**config.mk**
```make
export PLATFORM = sky130hd
export DESIGN_NAME = atlas_shelf_packer_core
export DESIGN_NICKNAME = d
export VERILOG_FILES = /design/src/rtl/asp_pkg.sv /design/src/rtl/asp_ctrl.sv /design/src/rtl/asp_dpath.sv /design/src/rtl/atlas_shelf_packer_core.sv
export SDC_FILE = /design/constraint.sdc
export NUM_CORES = 2
export LEC_CHECK = 0
export BUFFER_PORTS_ARGS = -buffer_cell sky130_fd_sc_hd__buf_2
export CORE_ASPECT_RATIO = 1.1
export CORE_MARGIN = 2
export CORE_UTILIZATION = 35
export CTS_CLUSTER_SIZE = 8
export DETAILED_ROUTE_END_ITERATION = 16
export GPL_TIMING_DRIVEN = 1
export SLEW_MARGIN = 5
export SYNTH_ARGS = -nofsm -noshare
export SYNTH_HDL_FRONTEND = slang
export SYNTH_SLANG_ARGS = --single-unit
```
**constraint.sdc**
```tcl
create_clock -name clk_i -period 7.1 [get_ports clk_i]
set_input_delay 0.71 -clock clk_i [delete_from_list [all_inputs] [get_ports clk_i]]
set_output_delay 0.71 -clock clk_i [all_outputs]
set_load 0.02 [all_outputs]
```
**src/rtl/asp_pkg.sv**
```systemverilog
// Shared constants and types for the atlas shelf packer.
package asp_pkg;

  localparam int AtlasSize  = 1024;
  localparam int MaxShelves = 64;
  localparam int CellGap    = 1;

  localparam int CoordW = $clog2(AtlasSize);
  localparam int DimW   = CoordW + 1;
  localparam int IdxW   = (MaxShelves > 1) ? $clog2(MaxShelves) : 1;
  localparam int CountW = $clog2(MaxShelves + 1);

  localparam logic [DimW:0]     AtlasLim   = (DimW + 1)'(AtlasSize);
  localparam logic [DimW:0]     GapW       = (DimW + 1)'(CellGap);
  localparam logic [CountW-1:0] ShelfLimit = CountW'(MaxShelves);

  typedef enum logic {
    OP_ALLOC = 1'b0,
    OP_CLEAR = 1'b1
  } op_e;

  typedef struct packed {
    logic [CoordW-1:0] top;
    logic [DimW-1:0]   height;
    logic [DimW-1:0]   fill;
  } shelf_t;

  // Commands from the controller to the datapath.
  typedef struct packed {
    logic latch_in;
    logic do_clear;
    logic reject;
    logic scan_start;
    logic scan_next;
    logic hit_commit;
    logic new_commit;
    logic load_out;
  } asp_cmd_t;

  // Status from the datapath to the controller.
  typedef struct packed {
    logic is_clear;
    logic is_bad;
    logic count_zero;
    logic hit;
    logic last;
  } asp_stat_t;

endpackage

```
**src/rtl/asp_ctrl.sv**
```systemverilog
// Controller state machine of the atlas shelf packer.
module asp_ctrl
  import asp_pkg::*;
(
  input  logic      clk_i,
  input  logic      rst_ni,
  input  logic      in_valid_i,
  output logic      in_stall_o,
  output logic      out_valid_o,
  input  logic      out_stall_i,
  input  asp_stat_t stat_i,
  output asp_cmd_t  cmd_o
);

  typedef enum logic [4:0] {
    ST_IDLE   = 5'b00001,
    ST_DECODE = 5'b00010,
    ST_SCAN   = 5'b00100,
    ST_NEW    = 5'b01000,
    ST_DONE   = 5'b10000
  } ctrl_state_e;

  ctrl_state_e state_q, state_d;
  logic        out_valid_q, out_valid_d;
  logic        out_free;

  assign out_free   = !out_valid_q || !out_stall_i;
  assign in_stall_o = (state_q != ST_IDLE);

  always_comb begin
    state_d = state_q;
    cmd_o   = '0;
    case (state_q)
      ST_IDLE: begin
        if (in_valid_i) begin
          cmd_o.latch_in = 1'b1;
          state_d        = ST_DECODE;
        end
      end
      ST_DECODE: begin
        if (stat_i.is_clear) begin
          cmd_o.do_clear = 1'b1;
          state_d        = ST_DONE;
        end else if (stat_i.is_bad) begin
          cmd_o.reject = 1'b1;
          state_d      = ST_DONE;
        end else if (stat_i.count_zero) begin
          state_d = ST_NEW;
        end else begin
          cmd_o.scan_start = 1'b1;
          state_d          = ST_SCAN;
        end
      end
      ST_SCAN: begin
        if (stat_i.hit) begin
          cmd_o.hit_commit = 1'b1;
          state_d          = ST_DONE;
        end else if (stat_i.last) begin
          state_d = ST_NEW;
        end else begin
          cmd_o.scan_next = 1'b1;
        end
      end
      ST_NEW: begin
        cmd_o.new_commit = 1'b1;
        state_d          = ST_DONE;
      end
      ST_DONE: begin
        if (out_free) begin
          cmd_o.load_out = 1'b1;
          state_d        = ST_IDLE;
        end
      end
      default: state_d = ST_IDLE;
    endcase
  end

  always_comb begin
    out_valid_d = out_valid_q;
    if (cmd_o.load_out) begin
      out_valid_d = 1'b1;
    end else if (!out_stall_i) begin
      out_valid_d = 1'b0;
    end
  end

  always_ff @(posedge clk_i or negedge rst_ni) begin
    if (!rst_ni) begin
      state_q     <= ST_IDLE;
      out_valid_q <= 1'b0;
    end else begin
      state_q     <= state_d;
      out_valid_q <= out_valid_d;
    end
  end

  assign out_valid_o = out_valid_q;

endmodule

```
**src/rtl/asp_dpath.sv**
```systemverilog
// Datapath of the atlas shelf packer: shelf memory, scan compare and result registers.
module asp_dpath
  import asp_pkg::*;
(
  input  logic              clk_i,
  input  logic              rst_ni,
  input  logic              operation_i,
  input  logic [DimW-1:0]   box_width_i,
  input  logic [DimW-1:0]   box_height_i,
  input  asp_cmd_t          cmd_i,
  output asp_stat_t         stat_o,
  output logic              placed_o,
  output logic [CoordW-1:0] place_x_o,
  output logic [CoordW-1:0] place_y_o,
  output logic              atlas_full_o
);

  shelf_t mem_q [MaxShelves];
  shelf_t rd_q;

  op_e               op_q;
  logic [DimW-1:0]   bw_q, bh_q;
  logic [CountW-1:0] count_q, count_d;
  logic              full_q, full_d;
  logic [DimW-1:0]   last_bot_q, last_bot_d;
  logic [IdxW-1:0]   idx_q, idx_d;
  logic [IdxW-1:0]   chk_q, chk_d;

  logic              res_placed_q, res_placed_d;
  logic [CoordW-1:0] res_x_q, res_x_d, res_y_q, res_y_d;
  logic              out_placed_q;
  logic [CoordW-1:0] out_x_q, out_y_q;
  logic              out_full_q;

  logic              wr_en;
  logic [IdxW-1:0]   wr_addr;
  shelf_t            wr_data;

  logic [DimW-1:0]   next_y;
  logic [DimW:0]     new_bottom;
  logic              new_fits;
  logic [DimW:0]     hit_end;

  assign hit_end    = {1'b0, rd_q.fill} + {1'b0, bw_q};
  assign next_y     = (count_q == '0) ? '0 : last_bot_q;
  assign new_bottom = {1'b0, next_y} + {1'b0, bh_q};
  assign new_fits   = (count_q != ShelfLimit) && (new_bottom <= AtlasLim);

  always_comb begin
    stat_o.is_clear   = (op_q == OP_CLEAR);
    stat_o.is_bad     = (bw_q == '0) || (bh_q == '0) || ({1'b0, bw_q} > AtlasLim);
    stat_o.count_zero = (count_q == '0);
    stat_o.hit        = (rd_q.height >= bh_q) && (hit_end <= AtlasLim);
    stat_o.last       = (CountW'(chk_q) == count_q - CountW'(1));
  end

  always_comb begin
    count_d      = count_q;
    full_d       = full_q;
    last_bot_d   = last_bot_q;
    idx_d        = idx_q;
    chk_d        = chk_q;
    res_placed_d = res_placed_q;
    res_x_d      = res_x_q;
    res_y_d      = res_y_q;
    wr_en        = 1'b0;
    wr_addr      = chk_q;
    wr_data      = rd_q;

    if (cmd_i.latch_in) begin
      // Shelf 0 is read on the decode cycle, so the scan sees it at once.
      idx_d = '0;
    end
    if (cmd_i.do_clear) begin
      count_d      = '0;
      full_d       = 1'b0;
      res_placed_d = 1'b0;
      res_x_d      = '0;
      res_y_d      = '0;
    end
    if (cmd_i.reject) begin
      res_placed_d = 1'b0;
      res_x_d      = '0;
      res_y_d      = '0;
    end
    if (cmd_i.scan_start || cmd_i.scan_next) begin
      chk_d = idx_q;
      idx_d = idx_q + IdxW'(1);
    end
    if (cmd_i.hit_commit) begin
      wr_en        = 1'b1;
      wr_addr      = chk_q;
      wr_data.fill = DimW'(hit_end + GapW);
      res_placed_d = 1'b1;
      res_x_d      = CoordW'(rd_q.fill);
      res_y_d      = rd_q.top;
    end
    if (cmd_i.new_commit) begin
      if (new_fits) begin
        wr_en          = 1'b1;
        wr_addr        = IdxW'(count_q);
        wr_data.top    = CoordW'(next_y);
        wr_data.height = bh_q;
        wr_data.fill   = DimW'({1'b0, bw_q} + GapW);
        count_d        = count_q + CountW'(1);
        last_bot_d     = DimW'(new_bottom + GapW);
        res_placed_d   = 1'b1;
        res_x_d        = '0;
        res_y_d        = CoordW'(next_y);
      end else begin
        full_d       = 1'b1;
        res_placed_d = 1'b0;
        res_x_d      = '0;
        res_y_d      = '0;
      end
    end
  end

  always_ff @(posedge clk_i) begin
    if (wr_en) begin
      mem_q[wr_addr] <= wr_data;
    end
    rd_q <= mem_q[idx_q];
  end

  always_ff @(posedge clk_i or negedge rst_ni) begin
    if (!rst_ni) begin
      count_q <= '0;
      full_q  <= 1'b0;
      idx_q   <= '0;
      chk_q   <= '0;
    end else begin
      count_q <= count_d;
      full_q  <= full_d;
      idx_q   <= idx_d;
      chk_q   <= chk_d;
    end
  end

  always_ff @(posedge clk_i) begin
    if (cmd_i.latch_in) begin
      op_q <= op_e'(operation_i);
      bw_q <= box_width_i;
      bh_q <= box_height_i;
    end
    last_bot_q   <= last_bot_d;
    res_placed_q <= res_placed_d;
    res_x_q      <= res_x_d;
    res_y_q      <= res_y_d;
    if (cmd_i.load_out) begin
      out_placed_q <= res_placed_q;
      out_x_q      <= res_x_q;
      out_y_q      <= res_y_q;
      out_full_q   <= full_q;
    end
  end

  assign placed_o     = out_placed_q;
  assign place_x_o    = out_x_q;
  assign place_y_o    = out_y_q;
  assign atlas_full_o = out_full_q;

endmodule

```
**src/rtl/atlas_shelf_packer_core.sv**
```systemverilog
// Top level of the atlas shelf packer: controller, datapath and assertions.
// Latency: an allocate is decoded, scans the open shelves in order and, if none fits, opens a
// new shelf; a clear or a rejected request goes from decode straight to the done state.
// Throughput: one word at a time, set by the shelf memory read port, which serves one
// shelf per cycle during the scan.
// Reset: asynchronous, active low; clears shelf count, full flag and control state.
module atlas_shelf_packer_core
  import asp_pkg::*;
(
  input  logic              clk_i,
  input  logic              rst_ni,
  input  logic              in_valid_i,
  output logic              in_stall_o,
  input  logic              operation_i,
  input  logic [DimW-1:0]   box_width_i,
  input  logic [DimW-1:0]   box_height_i,
  output logic              out_valid_o,
  input  logic              out_stall_i,
  output logic              placed_o,
  output logic [CoordW-1:0] place_x_o,
  output logic [CoordW-1:0] place_y_o,
  output logic              atlas_full_o
);

  asp_cmd_t  cmd;
  asp_stat_t stat;

  asp_ctrl u_ctrl (
    .clk_i       (clk_i),
    .rst_ni      (rst_ni),
    .in_valid_i  (in_valid_i),
    .in_stall_o  (in_stall_o),
    .out_valid_o (out_valid_o),
    .out_stall_i (out_stall_i),
    .stat_i      (stat),
    .cmd_o       (cmd)
  );

  asp_dpath u_dpath (
    .clk_i        (clk_i),
    .rst_ni       (rst_ni),
    .operation_i  (operation_i),
    .box_width_i  (box_width_i),
    .box_height_i (box_height_i),
    .cmd_i        (cmd),
    .stat_o       (stat),
    .placed_o     (placed_o),
    .place_x_o    (place_x_o),
    .place_y_o    (place_y_o),
    .atlas_full_o (atlas_full_o)
  );

`ifndef SYNTH
  // Once a word is taken the block is busy on the following cycle.
  a_busy_after_accept : assert property (@(posedge clk_i) disable iff (!rst_ni)
    (in_valid_i && !in_stall_o) |=> in_stall_o)
    else $error("input accepted on consecutive cycles");

  // A result is never loaded over one that is still stalled.
  a_no_overwrite : assert property (@(posedge clk_i) disable iff (!rst_ni)
    cmd.load_out |-> !(out_valid_o && out_stall_i))
    else $error("output word overwritten while stalled");

  // A request that was not placed reports the origin.
  a_unplaced_zero : assert property (@(posedge clk_i) disable iff (!rst_ni)
    (out_valid_o && !placed_o) |-> (place_x_o == '0 && place_y_o == '0))
    else $error("unplaced result carries a position");

  // At most one state-changing action per cycle.
  a_single_commit : assert property (@(posedge clk_i) disable iff (!rst_ni)
    $onehot0({cmd.do_clear, cmd.reject, cmd.hit_commit, cmd.new_commit, cmd.load_out}))
    else $error("conflicting datapath commands");
`endif

endmodule
```
==> impl_metrics.tcl <==
set metrics [dict create \
    status "complete, but fails checks" \
    violations "max-capacitance violations, max-slew violations" \
    vias_per_cell 5.38 \
    switching_power_mw 6.36 \
    cp-endpoint "u_dpath.mem_q[34][7]" \
    cts_tree "yes" \
    path_clk_slew_ns 0.05 \
    cp_top_family "simple AND/OR/NAND/NOR gates" \
    post-route-period-util 0.948 \
    vias 39800 \
    drcViolationCount 0 \
    swShare 0.214 \
    p_clk_frac 0.447 \
    portBuffers 50 \
    leakage_nw 30.3 \
    worstSkewPairLatency_ns 0.91 \
    post-place-cells 6932 \
    cp_data_arrival_time_ns 7.22 \
    clockBufferDepth 4 \
    period_needed_ns 6.73 \
    r2r_slack_ns 0.37 \
    holdCritPathClass "primary input to flop" \
    crit_fanout 32 \
    drtPass1Iterations 6 \
    synth.top_cell.area_share 0.747 \
    ys_ff_latch 2183 \
    hold_viol_final 0 \
    cp_num_cells 18 \
    gp_congestion 0.879 \
    critPathCaptureType "flop" \
    synth_top_flop_cell "edfxtp_1" \
    slew_headroom -0.0566 \
    synth_cell_types 85 \
    syn_nets 3742 \
    die_w_um 474 \
    clock_sinks 2183 \
    cp_num_buf_inv 4 \
    core_area_um2 241000 \
    powerDensity_nw_per_um2 298 \
    wl_mm 202 \
    worstSetupPathType "flop to flop" \
    htreeDepth 5 \
    grt_pass1_wl_mm 295 \
    path_cells "inv_1, ha_1, nand3_1, or2_2, and2_1, ha_1, inv_1, fa_1, nand2b_1, a21oi_1, a21oi_1, or4b_4, o41ai_4, nand2_2, inv_2, a32oi_1, nor3_2, buf_4" \
    rsz0062_at_grt "false" \
    antenna_found_initial 18 \
    layout_common_cells "edfxtp_1 (2115), mux4_2 (672), clkbuf_16 (329), buf_4 (123), clkbuf_1 (97)" \
    grt_start_max_net_pins 149 \
    grt_pass1_vias 41400 \
    drt-initial-drc-count 3966 \
    skew_ns 0.0641 \
    seq_power_share 0.487 \
    die_y_um 521 \
    row_count 189 \
    final_layout_size_suffix_gt1_frac 0.327 \
    r2r_end "u_dpath.mem_q[34][7]" \
    synth.area.top_cells "edfxtp_1 (75%), mux4_2 (18%), dfxtp_1 (0.99%)" \
    area_growth_pct 17.2 \
    cts_made_buffers 322 \
    vdd_ir_drop_max_mv 0.257 \
    cts_setup_buffers 0 \
    combPwrFrac 0.065 \
    yosys_warnings 0 \
    startpoint_type "flop" \
    netlist_instances 3671 \
    slew_violations 5 \
    hpwl_mm 121 \
    async_flop_share 0.0119 \
    die_area_um2 247000 \
    tightest_slew_ns 1.57 \
    final_cells 7384 \
    overflow 0 \
    crit_start "u_dpath.count_q[1]" \
    synth.avg_cell_area_um2 23.2 \
    fmax_mhz 149 \
    ff2ff_path_depth 18 \
    synth_edf_count 2115 \
    wl_per_cell_um 27.4 \
    nNetsFinal 4096 \
    io_pins 51 \
    yosys.area.top_type "edfxtp_1" \
    final_common_cell "edfxtp_1" \
    num-fill-cells 20600 \
    initial_core_util 0.352 \
    regToRegStartpoint "u_dpath.count_q[1]" \
    ant_nets 0 \
    finalSetupViolCount 0 \
    seq_area_frac_synth 0.764 \
    critical_path_required_ns 7.59 \
    cap_viol_max_count 1 \
    gr-usage-all-layers 0.163 \
    cts-root-buf "clkbuf_16" \
    crit_slowest_cell "o41ai_4" \
    whs_ns 0.0827 \
    internal-power_mw 23.4 \
    synth_area_um2 85100 \
    cp_slowest_stage_delay_ns 0.57 \
]
-- cell usage after synthesis (23+ instances only) --
cell type     n
buf_1        51
dfxtp_1      42
o21ai_0      41
mux4_2      672
a21oi_1      24
nand3_1      23
ha_1         42
clkbuf_1    116
dfrtp_1      25
nor2_1      101
xnor2_1      30
edfxtp_1   2115
inv_1        39
nand2_1      62
nor3_1       24
-- sequential cells by signal, summed over array words and instances (netlist names) --
name,count
u_ctrl.out_valid_o,1
u_ctrl.state_q,5
u_dpath.atlas_full_o,1
u_dpath.bh_q,11
u_dpath.bw_q,11
u_dpath.chk_q,6
u_dpath.count_q,7
u_dpath.full_q,1
u_dpath.idx_q,6
u_dpath.last_bot_q,11
u_dpath.mem_q,2048
u_dpath.op_q,1
u_dpath.place_x_o,10
u_dpath.place_y_o,10
u_dpath.placed_o,1
u_dpath.rd_q,32
u_dpath.res_placed_q,1
u_dpath.res_x_q,10
u_dpath.res_y_q,10
-- what timing repair did --
item	in CTS	in global routing
endpoints found under the hold margin	40	0
hold buffers	16	0
resized for setup	0	5
endpoints found under the setup margin	0	195
-- kinds of logic (layout without fill, tap and decap cells) --
group                      count (synthesis)  count (layout)  synth area share
buffers and inverters                    223             685            0.0103
and+or+nand+nor                          296             296            0.0169
DFF                                     2183            2183             0.764
xor gates and xnor gates                  42              42           0.00441
AOI/OAI and AO/OA                        185             185            0.0164
muxes                                    698             698             0.181
other                                      0               4                 0
adders and majority gates                 44              44           0.00665
-- worst register-to-register path, delay by kind of cell (launching register included) --
kind	cells	cell delay (ns)
compound gates	4	1.39
fa+ha+maj	3	0.95
simple gates	7	2.12
flops	1	0.56
buf+inv	4	1.26
-- power groups by stage --
stage / Clock, mW / Combinational (mW) / Sequential, mW
3_3_place_gp: 0 / 1.92 / 14.7
2_1_floorplan: 0 / 1.32 / 14.7
6_report: 13.3 / 1.94 / 14.5
5_1_grt: 14.1 / 2.11 / 14.5
4_1_cts: 13.6 / 1.96 / 14.5
3_5_place_dp: 0 / 1.95 / 14.7
-- per-layer routing --
| metal | global-route usage | share of wire | vias up |
|---|---|---|---|
| met3 | 0.0324 | 0.067 | 323 |
| met1 | 0.228 | 0.42 | 21600 |
| li1 | - | - | 16400 |
| met2 | 0.261 | 0.48 | 1465 |
| met5 | 0.00756 | 0.0013 | - |
| met4 | 0.0437 | 0.022 | 4 |
-- final cells by class --
class                      count  area, um^2  area share
antenna                        4        10.0    0.000100
clock buffer                 426        8600      0.0862
clock inverter                 6        67.6    0.000678
inverter                      41         161     0.00162
multi-input combinational   1265       20000       0.201
sequential                  2183       65000       0.652
tap                         3247        4060      0.0407
timing repair buffer         212        1790      0.0179
-- through the flow --
stage | setup slack, ns | utilization | total power [mW] | area (um^2) | TNS (ns)
6_report | 0.369 | 0.413 | 29.8 | 99700 | 0
2_1_floorplan | -0.311 | - | 16.0 | 85100 | -79.74
5_1_grt | 0.0650 | 0.413 | 30.7 | 99700 | 0
4_1_cts | 0.491 | 0.413 | 30.1 | 99700 | 0
3_3_place_gp | 0.614 | 0.376 | 16.6 | 90800 | 0
3_5_place_dp | 0.531 | 0.376 | 16.7 | 90800 | 0
-- how the worst min path moves through the flow --
stage | from | end | slack, ns | cells after the start
6_report | box_width_i[6] | u_dpath.bw_q[6] | 0.08 | 1
5_1_grt | box_width_i[6] | u_dpath.bw_q[6] | 0.03 | 1
4_1_cts | box_width_i[6] | u_dpath.bw_q[6] | 0.01 | 1
3_5_place_dp | u_dpath.res_y_q[3] | u_dpath.place_y_o[3] | 0.40 | 0
3_3_place_gp | u_dpath.res_y_q[8] | u_dpath.place_y_o[8] | 0.40 | 0
2_1_floorplan | u_dpath.res_y_q[0] | u_dpath.place_y_o[0] | 0.40 | 0
Note: power is estimated with default switching activity, not from simulation.
